<file path="src/sv/qrpm_pkg.sv">
// shared constants, types and register codes for the quad rate pid mixer
`default_nettype none

package qrpm_pkg;

  localparam int RATE_FRAC_BITS = 4;
  localparam int GAIN_FRAC_BITS = 12;

  localparam int RATE_W     = 16;
  localparam int TARGET_W   = 14;
  localparam int ERR_W      = 17;
  localparam int GAIN_W     = 18;
  localparam int LIMIT_W    = 10;
  localparam int THR_W      = 11;
  localparam int PID_W      = 11;
  localparam int MOTOR_W    = 11;
  localparam int CFG_IDX_W  = 3;
  localparam int CFG_DATA_W = 18;
  localparam int IN_DATA_W  = 104;
  localparam int OUT_DATA_W = 48;

  localparam logic [MOTOR_W-1:0] MOTOR_IDLE = 11'd1000;
  localparam logic [MOTOR_W-1:0] MOTOR_LOW  = 11'd1050;
  localparam logic [MOTOR_W-1:0] MOTOR_HIGH = 11'd1950;

  localparam logic [CFG_IDX_W-1:0] REG_GAIN_P_RP = 3'd0;
  localparam logic [CFG_IDX_W-1:0] REG_GAIN_I_RP = 3'd1;
  localparam logic [CFG_IDX_W-1:0] REG_GAIN_D_RP = 3'd2;
  localparam logic [CFG_IDX_W-1:0] REG_GAIN_P_YW = 3'd3;
  localparam logic [CFG_IDX_W-1:0] REG_GAIN_I_YW = 3'd4;
  localparam logic [CFG_IDX_W-1:0] REG_GAIN_D_YW = 3'd5;
  localparam logic [CFG_IDX_W-1:0] REG_LIMIT     = 3'd6;

  localparam logic [GAIN_W-1:0]  RST_GAIN_P_RP = 18'd5734;
  localparam logic [GAIN_W-1:0]  RST_GAIN_I_RP = 18'd164;
  localparam logic [GAIN_W-1:0]  RST_GAIN_D_RP = 18'd73728;
  localparam logic [GAIN_W-1:0]  RST_GAIN_P_YW = 18'd16384;
  localparam logic [GAIN_W-1:0]  RST_GAIN_I_YW = 18'd82;
  localparam logic [GAIN_W-1:0]  RST_GAIN_D_YW = 18'd0;
  localparam logic [LIMIT_W-1:0] RST_LIMIT     = 10'd400;

  typedef struct packed {
    logic [GAIN_W-1:0] p;
    logic [GAIN_W-1:0] i;
    logic [GAIN_W-1:0] d;
  } gains_t;

  // pipeline advance strobes shared by the three axis units
  typedef struct packed {
    logic adv_b;
    logic adv_c;
  } axis_ctrl_t;

endpackage

`default_nettype wire

</file>
<file path="src/sv/qrpm_mixer.sv">
// x-quad motor mix, pulse clamp and disarm idle, into the result register
`default_nettype none

module qrpm_mixer (
  input  wire                                      clk_i,
  input  wire                                      load_i,
  input  wire logic signed [qrpm_pkg::PID_W-1:0]   roll_i,
  input  wire logic signed [qrpm_pkg::PID_W-1:0]   pitch_i,
  input  wire logic signed [qrpm_pkg::PID_W-1:0]   yaw_i,
  input  wire logic [qrpm_pkg::THR_W-1:0]          throttle_i,
  input  wire                                      armed_i,
  output logic [qrpm_pkg::MOTOR_W-1:0]             front_right_o,
  output logic [qrpm_pkg::MOTOR_W-1:0]             rear_right_o,
  output logic [qrpm_pkg::MOTOR_W-1:0]             rear_left_o,
  output logic [qrpm_pkg::MOTOR_W-1:0]             front_left_o
);

  localparam int MIX_W   = qrpm_pkg::THR_W + 3;
  localparam int MOTOR_W = qrpm_pkg::MOTOR_W;

  logic signed [MIX_W-1:0]  t_s, r_s, p_s, y_s;
  logic signed [MIX_W-1:0]  mix_fr, mix_rr, mix_rl, mix_fl;
  logic [MOTOR_W-1:0]       fr_d, rr_d, rl_d, fl_d;
  logic [MOTOR_W-1:0]       fr_q, rr_q, rl_q, fl_q;

  function automatic logic [MOTOR_W-1:0] motor_clamp(input logic signed [MIX_W-1:0] v);
    logic signed [MIX_W-1:0] lo;
    logic signed [MIX_W-1:0] hi;
    lo = MIX_W'($signed({1'b0, qrpm_pkg::MOTOR_LOW}));
    hi = MIX_W'($signed({1'b0, qrpm_pkg::MOTOR_HIGH}));
    if (v < lo) begin
      return qrpm_pkg::MOTOR_LOW;
    end else if (v > hi) begin
      return qrpm_pkg::MOTOR_HIGH;
    end
    return v[MOTOR_W-1:0];
  endfunction

  always_comb begin
    t_s    = MIX_W'($signed({1'b0, throttle_i}));
    r_s    = MIX_W'(roll_i);
    p_s    = MIX_W'(pitch_i);
    y_s    = MIX_W'(yaw_i);
    mix_fr = t_s - p_s + r_s - y_s;
    mix_rr = t_s + p_s + r_s + y_s;
    mix_rl = t_s + p_s - r_s - y_s;
    mix_fl = t_s - p_s - r_s + y_s;
    if (armed_i) begin
      fr_d = motor_clamp(mix_fr);
      rr_d = motor_clamp(mix_rr);
      rl_d = motor_clamp(mix_rl);
      fl_d = motor_clamp(mix_fl);
    end else begin
      fr_d = qrpm_pkg::MOTOR_IDLE;
      rr_d = qrpm_pkg::MOTOR_IDLE;
      rl_d = qrpm_pkg::MOTOR_IDLE;
      fl_d = qrpm_pkg::MOTOR_IDLE;
    end
  end

  always_ff @(posedge clk_i) begin
    if (load_i) begin
      fr_q <= fr_d;
      rr_q <= rr_d;
      rl_q <= rl_d;
      fl_q <= fl_d;
    end
  end

  assign front_right_o = fr_q;
  assign rear_right_o  = rr_q;
  assign rear_left_o   = rl_q;
  assign front_left_o  = fl_q;

endmodule

`default_nettype wire

</file>
<file path="config.mk">
export PLATFORM = sky130hd
export DESIGN_NAME = qrpm_mixer
export DESIGN_NICKNAME = d
export VERILOG_FILES = /design/src/sv/qrpm_pkg.sv /design/src/sv/qrpm_mixer.sv
export SDC_FILE = /design/constraint.sdc
export NUM_CORES = 1
export LEC_CHECK = 0
export BUFFER_PORTS_ARGS = -buffer_cell sky130_fd_sc_hd__clkbuf_2
export CAP_MARGIN = 20
export CELL_PAD_IN_SITES_DETAIL_PLACEMENT = 0
export CELL_PAD_IN_SITES_GLOBAL_PLACEMENT = 1
export CORE_UTILIZATION = 49
export DETAILED_ROUTE_END_ITERATION = 10
export PLACE_DENSITY = 0.95
export REMOVE_ABC_BUFFERS = 1
export SYNTH_ARGS = -nofsm -noshare
export SYNTH_HDL_FRONTEND = slang
export SYNTH_SLANG_ARGS = --single-unit
</file>
<file path="constraint.sdc">
create_clock -name clk_i -period 9.9 [get_ports clk_i]
set_input_delay 0.99 -clock clk_i [delete_from_list [all_inputs] [get_ports clk_i]]
set_output_delay 0.99 -clock clk_i [all_outputs]
set_load 0.05 [all_outputs]
</file>
======== Word-level counts from Yosys, hierarchy flattened ========
Cells that the tools add are included.
word-level totals
  output and inout bits ................... 44
  bits in registers ....................... 44
  word-level logic and storage cells ...... 46
  input bits .............................. 47
operators by class
  mux-type cells .......................... 24
  add/subtract/negate cells ............... 10
  magnitude comparators ................... 8
operator list
  kind                                                                                number
  11-bit 2-to-1 mux                                                                   12
  14-bit by 12-bit greater-than comparator with 1-bit output (second input constant)  4
  14-bit by 12-bit < comparator with 1-bit output (second input constant)             4
  13-bit by 11-bit adder with 14-bit output                                           2
  14-bit by 11-bit adder with 14-bit output                                           2
  13-bit by 11-bit subtractor with 14-bit output                                      2
  14-bit by 11-bit subtractor with 14-bit output                                      2
  12-bit by 11-bit adder with 13-bit output                                           1
  12-bit by 11-bit subtractor with 13-bit output                                      1
  1-bit 2-to-1 mux                                                                    12

======== Longest topological paths before layout ========
  depth in word-level cells ............... 8
  mapped depth ............................ 23
  depth with buffers taken out ............ 22

======== Worst setup path before layout ========
OpenSTA, ideal clock, no wires.
  path type ............................... in2reg
  from .................................... input throttle_i[0] (netlist bit)
  to ...................................... register fr_q[1], in the netlist front_right_o[1] (data pin)
  path slack .............................. 3.897 ns
  stages .................................. 21
  arrival time ............................ 5.749 ns
  library setup time ...................... 0.254 ns
  buffers on the path ..................... 0
  required time ........................... 9.646 ns
  path through ............................ inv_1 ha_1 fa_1 nor2b_1 o21ai_0 a21oi_1 o21ai_0 a21o_1 a21oi_1 nor4b_1 a2111oi_0 fa_1 ha_1 inv_1 nor4_1 o211ai_1 a211oi_1 a31oi_1 o311a_1 or3_1 o21a_1
on the way
  longest elaborated chain between the ends .. 8
  elaborated cells on any way between the ends .. 10
  those cells by class .................... 3 x add/sub; 2 x order compare; 5 x mux
ends and longest elaborated chain
  what                                                        RTL line          text
  from (decl)                                                 qrpm_mixer.sv:10  input wire logic [qrpm_pkg::THR_W-1:0] throttle_i,
  12-bit by 11-bit subtractor with 13-bit output *            qrpm_mixer.sv:44  mix_fr = t_s - p_s + r_s - y_s;
  13-bit by 11-bit adder with 14-bit output *                 qrpm_mixer.sv:44
  14-bit by 11-bit subtractor with 14-bit output *            qrpm_mixer.sv:44
  14-bit by 12-bit greater-than comparator with 1-bit output  qrpm_mixer.sv:33  end else if (v > hi) begin
  1-bit 2-to-1 mux                                            qrpm_mixer.sv:33
  1-bit 2-to-1 mux                                            qrpm_mixer.sv:31  if (v < lo) begin
  1-bit 2-to-1 mux                                            qrpm_mixer.sv:48  if (armed_i) begin
  11-bit 2-to-1 mux *                                         qrpm_mixer.sv:36  return v[MOTOR_W-1:0];
  to (signal assigned)                                        qrpm_mixer.sv:63  fr_q <= fr_d;
  to (decl)                                                   qrpm_mixer.sv:24  logic [MOTOR_W-1:0] fr_q, rr_q, rl_q, fl_q;
Every way passes the cells marked *; elsewhere a longest branch is shown, timed or not. The select of a mux whose other input is x is not followed.
A chain may end at the register's enable or synchronous reset.

======== Worst setup path after layout ========
Same ends and word-level chain as after synthesis.

==> results_dict.tcl <==
set metrics [dict create \
    outcome "completed" \
    required_ns 9.95 \
    nets 1075 \
    finalSetupViolCount 0 \
    synth_top_flop_cell "edfxtp_1" \
    cts_tree "built" \
    synth_top_area_cell "edfxtp_1" \
    dp_cells 1068 \
    synth_edf_count 44 \
    slew_headroom_pct 44.6 \
    num_antenna_cells 0 \
    synth_top_family_by_area "adder cells" \
    criticalPathCategory "input pin to flip-flop" \
    report.final.slew_viol_count 0 \
    hpwlAfterDp_mm 14.1 \
    final_area_um2 7910 \
    antenna_left 0 \
    ys_types 74 \
    cts_resized 0 \
    core_um2 14000 \
    final.period_utilization_pct 65.7 \
    antenna_found_initial 0 \
    yosys-top-cells-count "inv_1, ha_1, a21oi_1, fa_1, nor2_1" \
    hold_buffers 0 \
    synth_compound_area_share_pct 22.8 \
    grt_max_degree 45 \
    tns_ns 0 \
    synth_top_area_share_pct 18.5 \
    synthCells 815 \
    maxCapViolations 0 \
    muxShareOfSynthArea_pct 0.983 \
    hold_viol 0 \
    slowest_delay_ns 0.71 \
    critPathMaxFanout 6 \
    avgSynthCellArea_um2 8.75 \
    place_congestion 0.922 \
    drt_pass1_iterations 4 \
    tightestPinTransition_ns 0.811 \
    cts_buffer_depth 2 \
    max_freq_mhz 154 \
    row_count 43 \
    vdd_drop_max_uv 92.7 \
    start_util_pct 50.8 \
    ys_top_cells_by_area "edfxtp_1, fa_1, ha_1, inv_1, a21oi_1" \
    synth_seq_cells 44 \
    hold_class "input pin to flip-flop" \
    cp.arrival_ns 6.55 \
    drive_gt1_share_pct 12.7 \
    p_per_area_nw_per_um2 245 \
    cts.clk_slew.worst_paths_ns 0.06 \
    io_buffers 90 \
    synth_area_um2 7130 \
    io_pins 91 \
    die_w_um 123 \
    rsz0062_at_grt "false" \
    routed_wirelength_mm 16.9 \
    fin_util_pct 56.3 \
    critPathLaunchType "input pin" \
    grt_overflow_total 0 \
    synthAdderAreaFrac_pct 29.1 \
    vias 6160 \
    stdcell_count 1076 \
    crit_chain "clkbuf_2, inv_1, ha_1, fa_1, nor2b_1, o21ai_0, a21oi_1, o21ai_0, a21o_1, a21oi_1, nor4b_1, a2111oi_0, fa_1, ha_1, inv_1, nor4_1, o211ai_1, a211oi_1, a31oi_1, o311a_1, or3_1, o21a_1" \
    p_leak_nw 3.60 \
    cts_root_buffer "clkbuf_16" \
    end_kind "flip-flop" \
    htree_levels 2 \
    grtUsageTotal_pct 23.0 \
    first_global_vias 5508 \
    drc 0 \
    wl_per_cell_um 15.7 \
    synthMostInstantiatedCell "inv_1" \
    die-area_um2 15000 \
    yosys_warnings 0 \
    post_cts_buffers 0 \
    die_h_um 123 \
    synth_simple_gate_area_share_pct 15.3 \
    grt_pass1_wl_mm 27.2 \
    synth_xor_area_share_pct 5.53 \
    viasPerCell 5.72 \
    synthArstFlopShare_pct 0 \
    slowest_stage "a2111oi_0" \
    min_to "rear_right_o[8]" \
    whs_path_depth 3 \
    seq_area_frac_synth_pct 18.5 \
    drt_iter0_markers 560 \
    min_from "armed_i" \
    fin_crit_ns 6.50 \
    numCtsBuffers 5 \
    place_area_um2 7740 \
    numClockSinks 44 \
    area_growth_pct 10.9 \
]
==> critical path: cells and delay by family <==
kind	cells	cell delay [ns]
simple gates	4	0.88
buf+inv	3	0.26
compound gates	11	2.83
fa+ha+maj	4	1.58
==> power breakdown <==
part | switching [mW] | internal, mW | leakage [nW]
clock | 0.0686 | 0.117 | 0.0789
combinational | 0.946 | 0.532 | 3.09
sequential | 0.0102 | 0.262 | 0.432
total | 1.02 | 0.912 | 3.60
==> kinds of logic (layout without fill, tap and decap cells) <==
| logic type | after synthesis | count (layout) |
|---|---|---|
| AO/OA/AOI/OAI | 234 | 234 |
| AND/OR/NAND/NOR | 207 | 207 |
| buffers and inverters | 145 | 226 |
| adder cells (fa/ha/maj) | 133 | 133 |
| XOR/XNOR | 45 | 45 |
| flip-flops | 44 | 44 |
| multiplexers | 7 | 7 |
==> worst max path at each step <==
stage                   from               end  slack (ns)  depth (start not counted)
6_report       throttle_i[0]  front_right_o[1]        3.40                         22
4_1_cts        throttle_i[0]  front_right_o[1]        3.47                         22
3_5_place_dp   throttle_i[0]  front_right_o[1]        3.20                         22
5_1_grt        throttle_i[0]  front_right_o[1]        2.91                         22
3_3_place_gp   throttle_i[0]  front_right_o[1]        3.34                         22
2_1_floorplan  throttle_i[0]  front_right_o[1]        3.90                         21
==> layout make-up <==
class	count	area [µm²]
clock inverter	3	37.5
sequential	44	1320
multi-input combinational	626	5260
tap	180	225
clock buffer	5	125
fill	1295	6140
inverter	126	473
timing repair buffer	92	465
==> metrics by stage <==
stage / setup WS (ns) / total power [mW] / hold WS [ns]
2_1_floorplan: 3.90 / 1.41 / 1.09
3_3_place_gp: 3.34 / 1.71 / 1.52
3_5_place_dp: 3.20 / 1.72 / 1.52
4_1_cts: 3.47 / 1.92 / 1.23
5_1_grt: 2.91 / 2.10 / 1.25
6_report: 3.40 / 1.94 / 1.25
==> sequential cells by signal, indices dropped and copies added, names as in the netlist <==
register	count
front_right_o	11
rear_right_o	11
rear_left_o	11
front_left_o	11
==> layer usage <==
layer  vias to the layer above  GRT usage, %  wire length (µm)
met3                        18         0.883               814
met5                         -             0                 0
li1                       3053             -                 -
met4                         0          6.71               321
met2                       200          35.2              7290
met1                      2889          35.2              8490
==> cells in the final DEF (no fill, tap or decap), types with 13 or more instances in the layout <==
master    Yosys  routed
a21oi_1      62      62
clkbuf_2      1      90
edfxtp_1     44      44
fa_1         55      55
ha_1         78      78
inv_1       125     125
nand2_1      31      31
nand2b_1     13      13
nand3_1      22      22
nor2_1       53      53
nor2b_1      13      13
nor3_1       20      20
o211ai_1     18      18
o21ai_0      38      38
xnor2_1      34      34
Power figures use the tool's default switching activity.
