**src/sv/qrpm_pkg.sv**
```systemverilog
// shared constants, types and register codes for the quad rate pid mixer
`default_nettype none

package qrpm_pkg;

  localparam int RATE_FRAC_BITS = 4;
  localparam int GAIN_FRAC_BITS = 12;

  localparam int RATE_W     = 16;
  localparam int TARGET_W   = 14;
  localparam int ERR_W      = 17;
  localparam int GAIN_W     = 18;
  localparam int LIMIT_W    = 10;
  localparam int THR_W      = 11;
  localparam int PID_W      = 11;
  localparam int MOTOR_W    = 11;
  localparam int CFG_IDX_W  = 3;
  localparam int CFG_DATA_W = 18;
  localparam int IN_DATA_W  = 104;
  localparam int OUT_DATA_W = 48;

  localparam logic [MOTOR_W-1:0] MOTOR_IDLE = 11'd1000;
  localparam logic [MOTOR_W-1:0] MOTOR_LOW  = 11'd1050;
  localparam logic [MOTOR_W-1:0] MOTOR_HIGH = 11'd1950;

  localparam logic [CFG_IDX_W-1:0] REG_GAIN_P_RP = 3'd0;
  localparam logic [CFG_IDX_W-1:0] REG_GAIN_I_RP = 3'd1;
  localparam logic [CFG_IDX_W-1:0] REG_GAIN_D_RP = 3'd2;
  localparam logic [CFG_IDX_W-1:0] REG_GAIN_P_YW = 3'd3;
  localparam logic [CFG_IDX_W-1:0] REG_GAIN_I_YW = 3'd4;
  localparam logic [CFG_IDX_W-1:0] REG_GAIN_D_YW = 3'd5;
  localparam logic [CFG_IDX_W-1:0] REG_LIMIT     = 3'd6;

  localparam logic [GAIN_W-1:0]  RST_GAIN_P_RP = 18'd5734;
  localparam logic [GAIN_W-1:0]  RST_GAIN_I_RP = 18'd164;
  localparam logic [GAIN_W-1:0]  RST_GAIN_D_RP = 18'd73728;
  localparam logic [GAIN_W-1:0]  RST_GAIN_P_YW = 18'd16384;
  localparam logic [GAIN_W-1:0]  RST_GAIN_I_YW = 18'd82;
  localparam logic [GAIN_W-1:0]  RST_GAIN_D_YW = 18'd0;
  localparam logic [LIMIT_W-1:0] RST_LIMIT     = 10'd400;

  typedef struct packed {
    logic [GAIN_W-1:0] p;
    logic [GAIN_W-1:0] i;
    logic [GAIN_W-1:0] d;
  } gains_t;

  // pipeline advance strobes shared by the three axis units
  typedef struct packed {
    logic adv_b;
    logic adv_c;
  } axis_ctrl_t;

endpackage

`default_nettype wire

```
**src/sv/qrpm_axis.sv**
```systemverilog
// one pid axis: products stage, then integral update and output clamp stage
`default_nettype none

module qrpm_axis #(
  parameter int RATE_FRAC_BITS = qrpm_pkg::RATE_FRAC_BITS,
  parameter int GAIN_FRAC_BITS = qrpm_pkg::GAIN_FRAC_BITS
) (
  input  wire                                        clk_i,
  input  wire                                        rst_ni,
  input  qrpm_pkg::axis_ctrl_t                       ctrl_i,
  input  wire logic signed [qrpm_pkg::ERR_W-1:0]     err_i,
  input  wire                                        clear_i,
  input  qrpm_pkg::gains_t                           gains_i,
  input  wire logic [qrpm_pkg::LIMIT_W-1:0]          limit_i,
  output logic signed [qrpm_pkg::PID_W-1:0]          pid_o
);

  localparam int ERR_W   = qrpm_pkg::ERR_W;
  localparam int GAIN_W  = qrpm_pkg::GAIN_W;
  localparam int LIMIT_W = qrpm_pkg::LIMIT_W;
  localparam int PID_W   = qrpm_pkg::PID_W;
  localparam int INTEG_W = LIMIT_W + RATE_FRAC_BITS + 1;
  localparam int DIFF_W  = ERR_W + 1;
  localparam int PI_W    = GAIN_W + 1 + ERR_W;
  localparam int PD_W    = GAIN_W + 1 + DIFF_W;
  localparam int STEP_W  = PI_W - GAIN_FRAC_BITS;
  localparam int ISUM_W  = ((STEP_W > INTEG_W) ? STEP_W : INTEG_W) + 1;
  localparam int ISH_W   = INTEG_W + GAIN_FRAC_BITS;
  localparam int SUM_W   = ((PD_W > ISH_W) ? PD_W : ISH_W) + 2;
  localparam int SHIFT   = RATE_FRAC_BITS + GAIN_FRAC_BITS;

  // stage b: products
  logic signed [ERR_W-1:0]   prev_q;
  logic signed [PI_W-1:0]    prod_p_q, prod_p_d;
  logic signed [PI_W-1:0]    prod_i_q, prod_i_d;
  logic signed [PD_W-1:0]    prod_d_q, prod_d_d;
  logic                      clear_b_q;
  logic signed [DIFF_W-1:0]  diff;
  logic signed [ERR_W-1:0]   prev_base;
  logic signed [GAIN_W:0]    gp_s, gi_s, gd_s;

  // stage c: integral and pid sum
  logic signed [INTEG_W-1:0] integ_q, integ_d;
  logic signed [PID_W-1:0]   pid_q, pid_d;
  logic signed [PI_W-1:0]    step_full;
  logic signed [STEP_W-1:0]  step;
  logic signed [INTEG_W-1:0] integ_base;
  logic signed [ISUM_W-1:0]  isum, ilim;
  logic signed [SUM_W-1:0]   sum, sum_sh, lim_s;

  always_comb begin
    gp_s      = $signed({1'b0, gains_i.p});
    gi_s      = $signed({1'b0, gains_i.i});
    gd_s      = $signed({1'b0, gains_i.d});
    prev_base = clear_i ? '0 : prev_q;
    diff      = DIFF_W'(err_i) - DIFF_W'(prev_base);
    prod_p_d  = PI_W'(gp_s) * PI_W'(err_i);
    prod_i_d  = PI_W'(gi_s) * PI_W'(err_i);
    prod_d_d  = PD_W'(gd_s) * PD_W'(diff);
  end

  always_ff @(posedge clk_i or negedge rst_ni) begin
    if (!rst_ni) begin
      prev_q    <= '0;
      clear_b_q <= 1'b0;
    end else if (ctrl_i.adv_b) begin
      prev_q    <= err_i;
      clear_b_q <= clear_i;
    end
  end

  always_ff @(posedge clk_i) begin
    if (ctrl_i.adv_b) begin
      prod_p_q <= prod_p_d;
      prod_i_q <= prod_i_d;
      prod_d_q <= prod_d_d;
    end
  end

  always_comb begin
    // arithmetic shift floors toward minus infinity
    step_full  = prod_i_q >>> GAIN_FRAC_BITS;
    step       = step_full[STEP_W-1:0];
    integ_base = clear_b_q ? '0 : integ_q;
    isum       = ISUM_W'(integ_base) + ISUM_W'(step);
    ilim       = ISUM_W'($signed({1'b0, limit_i})) <<< RATE_FRAC_BITS;
    if (isum > ilim) begin
      integ_d = ilim[INTEG_W-1:0];
    end else if (isum < -ilim) begin
      integ_d = INTEG_W'(-ilim);
    end else begin
      integ_d = isum[INTEG_W-1:0];
    end

    sum    = SUM_W'(prod_p_q) + (SUM_W'(integ_d) <<< GAIN_FRAC_BITS) + SUM_W'(prod_d_q);
    sum_sh = sum >>> SHIFT;
    lim_s  = SUM_W'($signed({1'b0, limit_i}));
    if (sum_sh > lim_s) begin
      pid_d = lim_s[PID_W-1:0];
    end else if (sum_sh < -lim_s) begin
      pid_d = PID_W'(-lim_s);
    end else begin
      pid_d = sum_sh[PID_W-1:0];
    end
  end

  always_ff @(posedge clk_i or negedge rst_ni) begin
    if (!rst_ni) begin
      integ_q <= '0;
    end else if (ctrl_i.adv_c) begin
      integ_q <= integ_d;
    end
  end

  always_ff @(posedge clk_i) begin
    if (ctrl_i.adv_c) begin
      pid_q <= pid_d;
    end
  end

  assign pid_o = pid_q;

endmodule

`default_nettype wire

```
**config.mk**
```make
export PLATFORM = sky130hd
export DESIGN_NAME = qrpm_axis
export DESIGN_NICKNAME = d
export VERILOG_FILES = /design/src/sv/qrpm_pkg.sv /design/src/sv/qrpm_axis.sv
export SDC_FILE = /design/constraint.sdc
export NUM_CORES = 2
export LEC_CHECK = 0
export CAP_MARGIN = 30
export CORE_ASPECT_RATIO = 0.7
export CORE_MARGIN = 2
export CORE_UTILIZATION = 52
export DETAILED_ROUTE_END_ITERATION = 8
export DONT_BUFFER_PORTS = 1
export HOLD_SLACK_MARGIN = 0.15
export PLACE_DENSITY = 0.68
export SYNTH_ARGS = -nofsm -noshare
export SYNTH_HDL_FRONTEND = slang
export SYNTH_SLANG_ARGS = --single-unit
```
**constraint.sdc**
```tcl
create_clock -name clk_i -period 9.7 [get_ports clk_i]
set_input_delay 0.97 -clock clk_i [delete_from_list [all_inputs] [get_ports clk_i]]
set_output_delay 0.97 -clock clk_i [all_outputs]
set_load 0.01 [all_outputs]
```
[Yosys cells after proc, flatten, opt, wreduce, memory -nomap -nowiden]
Index checks and enable logic that the tools add are counted.
Storage, ports and cells
  register bits: 153
  memories kept: 0
  word-level logic and storage cells: 27
  memory bits (read-only): 0
  RAM bits: 0
  input port bits: 86
  output and inout bits: 11
  latch bits: 0
Cells by class
  multiply operators: 3
  equal/unequal tests: 0
  magnitude comparators: 4
  divide/modulo/power cells: 0
  multiplexer cells: 6
  $add $sub $neg: 6
  bitwise gates (word level): 0
  shift operators: 0
  reduce and logical (&&, ||, !) cells: 0
Operators with widths (count)
  19-bit by 17-bit multiplier with 36-bit output: 2
  15-bit 2-to-1 mux: 3
  22-bit by 39-bit less-than comparator with 1-bit output: 1
  10-bit negator with 39-bit output: 1
  37-bit by 37-bit adder with 38-bit output: 1
  36-bit by 27-bit adder with 37-bit output: 1
  19-bit by 18-bit multiplier with 37-bit output: 1
  15-bit by 24-bit adder with 25-bit output: 1
  25-bit by 15-bit > comparator with 1-bit output: 1
  25-bit less-than comparator: 1
  14-bit negator with 25-bit output: 1
  22-bit by 11-bit > comparator with 1-bit output: 1
  17-bit by 17-bit subtractor with 18-bit output: 1
  17-bit 2-to-1 mux: 1
  11-bit 2-to-1 mux: 1
  10-bit 2-to-1 mux: 1

[Depth between registers and ports, before layout]
  depth after elaboration: 10
  mapped depth: 46
  mapped depth without buffers: 43

[Least setup slack after synthesis]
OpenSTA, ideal clock, no wires.
  path kind: register -> register
  start point: register clear_b_q
  end point: register pid_q[10] (netlist: pid_o[10]), data pin
  clock period less this slack: 9.990 ns
  setup time: 0.146 ns
  cell stages (with the launch flop): 41
  path buffers: 3
  data required time: 9.554 ns
  arrival time: 9.844 ns
  slack: -0.290 ns
  cell sequence: dfrtp_1 > clkbuf_1 > nor2b_1 > ha_1 > buf_2 > inv_1 > o31ai_1 > nor2_1 > a211oi_1 > nor2_1 > a311oi_1 > inv_1 > ha_1 > a21o_1 > a211oi_1 > a31oi_1 > and3_1 > a32o_1 > (+5 left out) > a31o_1 > a221oi_1 > o211ai_1 > a21oi_1 > o211ai_1 > xnor2_1 > inv_1 > ha_1 > a21oi_1 > nor2b_1 > o21ai_0 > a21oi_1 > a311o_1 > a2111oi_0 > a21oi_1 > clkbuf_1 > or2_2 > a21oi_1
Between the ends
  longest elaborated chain between the ends: 9
  elaborated cells between the ends (all ways): 11
  classes of those cells: add/sub (3); order compare (4); mux (4)
Ends and longest elaborated chain
  start: declaration: RTL line qrpm_axis.sv:37  | logic clear_b_q;
  start signal: assignment: RTL line qrpm_axis.sv:68  | clear_b_q <= clear_i;
  15-bit 2-to-1 mux *: RTL line qrpm_axis.sv:84  | integ_base = clear_b_q ? '0 : integ_q;
  15-bit by 24-bit adder with 25-bit output *: RTL line qrpm_axis.sv:85  | isum = ISUM_W'(integ_base) + ISUM_W'(step);
  25-bit less-than comparator: RTL line qrpm_axis.sv:89  | end else if (isum < -ilim) begin
  15-bit 2-to-1 mux: RTL line qrpm_axis.sv:89
  15-bit 2-to-1 mux *: RTL line qrpm_axis.sv:87  | if (isum > ilim) begin
  net integ_d[14]: RTL line qrpm_axis.sv:43  | logic signed [INTEG_W-1:0] integ_q, integ_d;
  36-bit by 27-bit adder with 37-bit output *: RTL line qrpm_axis.sv:95  | sum = SUM_W'(prod_p_q) + (SUM_W'(integ_d) <<< GAIN_FRAC_BITS) + SUM_W'(prod_d_q);
  37-bit by 37-bit adder with 38-bit output *: RTL line qrpm_axis.sv:95
  22-bit by 39-bit less-than comparator with 1-bit output: RTL line qrpm_axis.sv:100  | end else if (sum_sh < -lim_s) begin
  11-bit 2-to-1 mux: RTL line qrpm_axis.sv:100
  end signal: assignment: RTL line qrpm_axis.sv:117  | pid_q <= pid_d;
  end: declaration: RTL line qrpm_axis.sv:44  | logic signed [PID_W-1:0] pid_q, pid_d;
Mark *: on every way through the listed nets, which the timed path passes. The rest lies on a longest branch.
A chain may end at the register's enable or synchronous reset.

[Worst setup path after layout]
  start point: register clear_b_q
  end point: register pid_q[0] (netlist: pid_o[0]), data pin
Between the ends
  longest elaborated chain between the ends: 10
  elaborated cells between the ends (all ways): 12
  classes of those cells: add/sub (3); order compare (4); mux (5)
Ends and longest elaborated chain
  15-bit 2-to-1 mux *: RTL line qrpm_axis.sv:84
  15-bit by 24-bit adder with 25-bit output *: RTL line qrpm_axis.sv:85
  25-bit less-than comparator: RTL line qrpm_axis.sv:89
  15-bit 2-to-1 mux: RTL line qrpm_axis.sv:89
  15-bit 2-to-1 mux *: RTL line qrpm_axis.sv:87
  net integ_d[9]: RTL line qrpm_axis.sv:43
  36-bit by 27-bit adder with 37-bit output *: RTL line qrpm_axis.sv:95
  37-bit by 37-bit adder with 38-bit output *: RTL line qrpm_axis.sv:95
  22-bit by 39-bit less-than comparator with 1-bit output: RTL line qrpm_axis.sv:100
  11-bit 2-to-1 mux: RTL line qrpm_axis.sv:100
  10-bit 2-to-1 mux *: RTL line qrpm_axis.sv:98  | if (sum_sh > lim_s) begin
  net pid_d[0]: RTL line qrpm_axis.sv:44
Marks and branches as above.

==> summary.txt <==
Placed design
  – Weighted congestion at the end of routability-driven global placement: 1.01
  – Pre-CTS setup slack: -774 ps
  – PortBufs: 0
  – Post-detail-place hpwl: 95.8 mm
  – Cell count after placement: 5,873

Floorplan
  – Initial core utilization: 52.5%
  – IO Pins: 97
  – CORE AREA: 80,600 um2
  – FP Rows: 87
  – Total Die Area: 83,600 um2
  – Y dimension of the die: 243 um
  – Floorplan die width: 345 um

CTS
  – Clock tree from TritonCTS: built
  – Clock-pin slew of the registers on the worst-case setup and hold paths: 80 ps
  – Count of hold buffers inserted by post-cts repair: 0
  – H-tree Lvls: 4
  – Cts bufs inserted: 17
  – Clock sink count: 141
  – Clock latency reported for the late side of the worst-skew pair: 460 ps
  – Max clock buf depth: 2
  – Buffer type at the clock tree root: clkbuf_16

Detailed routing
  – Router iterations before antenna repair: 6
  – Wirelength per Cell: 20.2 um
  – Count of vias placed by the detailed router: 33,029
  – Violation count after the first detailed-route iteration: 2,357
  – Residual DRC: 0
  – Vias per cell: 5.57
  – Post-route ant nets: 0
  – Post-Route WL: 120 mm

STA
  – Fraction of the cycle the final worst path needs: 103%
  – Fin Hold WS: 195 ps
  – Max_slew headroom: 40.2%
  – Setup ws final: -248 ps
  – Worst setup skew after layout: 20.3 ps
  – Number of setup violations in the final report: 11
  – Worst-Margin Slew: 891 ps
  – Pins Over Slew Limit: 0
  – Hold violation total from the final report: 0
  – Setup repair after global routing missed its margin: yes
  – Max Freq: 101 MHz
  – Clock period minus worst slack: 9950 ps

Synthesis
  – Distinct cell type count of the synthesized netlist: 76
  – Post-synthesis instance total: 4,652
  – Sequential cell area fraction in the yosys report: 9.62%
  – Number of flops mapped to enable cells by yosys: 108
  – Seq cells post-synth: 141
  – Synthesis warning total: 0
  – Nets in the synthesized netlist: 6,046
  – Main synth FF type: edfxtp_1
  – Post-synthesis instance area: 42,300 um2
  – Avg Inst Size Synth: 9.09 um2
  – Fraction of registers with async set or reset after synthesis: 23.4%

Setup path
  – Family with the most delay on the worst path: compound AO/OA/AOI/OAI gates
  – Largest fanout on the critical path: 8
  – Most frequent CP cell: buf_4
  – Req. time, crit path: 9900 ps
  – Category of the worst setup path capture point: register
  – Largest incremental delay on the critical path: 490 ps
  – Startpoint type of the worst setup path: register
  – Cell at the slowest stage of the critical path: fa_1
  – Data arrival time of the critical path: 10,140 ps
  – Category of the critical setup timing path: register to register
  – Count of buffer and inverter cells on the critical path: 9

Run status
  – Violations in the final reports: negative setup slack
  – Run status: finished with violations

GRT
  – Total global routing track utilization: 29.6%
  – Initial antenna violation count: 3
  – Met2 Usage GRT: 39.3%
  – Met3 GRT Util: 10.1%
  – Met1 usage in global routing: 46.9%
  – Top Usage Layer GRT: met1
  – Sum of overflow across all layers after global routing: 0
  – Global-route wire length before repair: 191 mm
  – Number of global-route vias before repair: 33,664
  – Maximum number of pins on one net before global-route repair: 116

Finish
  – Final net count: 6,244
  – P&R area growth vs syn: 11.2%
  – Total area of sequential cells: 4070 um2
  – Count of filler cells inserted in the layout: 7,136
  – Area used by multi-input combinational logic: 34,700 um2
  – Cell Count, Final, Fillers Out: 5,932
  – Share of final-layout standard cells stronger than drive strength 1: 10.8%

Worst hold path
  – Min-Delay Path Class: input pin to async pin

Flow run
  – Maxcap violations: 0
## per-stage QoR
stage	instance area [um2]	TNS [ps]	utilization (%)
2_1_floorplan	42300	0	-
3_3_place_gp	45500	-5040	56.5
3_5_place_dp	45500	-7670	56.5
4_1_cts	46700	0	58.0
5_1_grt	47000	-6300	58.4
6_report	47000	-1810	58.4
## registers in the layout, indices dropped and copies added (netlist names)
name,count
pid_o,11
prod_d_q,37
clear_b_q,1
prev_q,17
integ_q,15
prod_p_q,36
prod_i_q,24
## layout make-up
| cell class | instances | area share [%] |
|---|---|---|
| well taps | 1068 | 2.84 |
| diodes | 1 | 0.00532 |
| inverters | 897 | 7.17 |
| repair buffers | 362 | 6.20 |
| clock inverters | 13 | 0.375 |
| multi-input cells | 3431 | 73.8 |
| clock buffers | 19 | 0.963 |
| flip-flops and latches | 141 | 8.65 |
## cells in the final DEF (no fill, tap or decap), drive strengths merged, types with 96 or more instances in the layout
master,count
inv,901
ha,548
a21oi,130
nand2,629
and2,351
nor2,131
nand2b,96
edfxtp,108
fa,760
buf,362
## path summary, 6_finish.rpt
| kind | startpoint | to | slack (ps) | cells past startpoint |
|---|---|---|---|---|
| worst min register to register | integ_q[3] | integ_q[3] | 500 | 2 |
| worst max-delay path | clear_b_q | pid_o[0] | -250 | 46 |
| max in group asynchronous | rst_ni | integ_q[11] | 9370 | 0 |
| worst min-delay path | rst_ni | prev_q[13] | 190 | 0 |
| min in group clk_i | integ_q[3] | integ_q[3] | 500 | 2 |
| worst max register to register | clear_b_q | pid_o[0] | -250 | 46 |
## layer usage
metal	wire (um)	vias to the layer above
li1	-	15041
met1	56900	16407
met2	46200	1466
met3	14900	111
met4	1550	4
met5	149	-
## synthesized netlist by cell type, drive strengths merged, types with 11 or more instances
library cell / instances / share of area (%)
or3: 14 / 0.21
nor2: 131 / 1.2
nor3: 43 / 0.51
or2: 13 / 0.19
nand2: 629 / 5.6
inv: 897 / 8.0
o31ai: 21 / 0.38
and2: 351 / 5.2
dfrtp: 33 / 2.0
o21ai: 79 / 0.96
a21o: 76 / 1.3
nand4: 26 / 0.38
xnor2: 90 / 1.9
clkbuf: 173 / 1.5
a211oi: 30 / 0.53
a2111oi: 11 / 0.26
a31oi: 25 / 0.37
a21oi: 130 / 1.5
ha: 548 / 16
fa: 760 / 36
nand2b: 96 / 1.4
o21a: 22 / 0.39
nand3: 45 / 0.53
mux2i: 22 / 0.52
o211ai: 19 / 0.36
o21bai: 16 / 0.29
nor2b: 42 / 0.62
edfxtp: 108 / 7.7
xor2: 37 / 0.77
and3: 22 / 0.33
mux2: 23 / 0.61
## kinds of logic after synthesis
logic type,share of synthesized area [%]
multiplexers,1.13
XOR/XNOR,2.63
buffers and inverters,9.63
AND/OR/NAND/NOR,16.6
adder cells (fa/ha/maj),52.2
AO/OA/AOI/OAI,8.15
flip-flops,9.62
## timing repair
action,in CTS,in global routing
pin swaps,51,41
resized for setup,78,48
endpoints found under the setup margin,11,12
buffers inserted,20,6
Power is not shown: default switching activity piles up to over one toggle a cycle in this logic, so the estimate is an artifact.
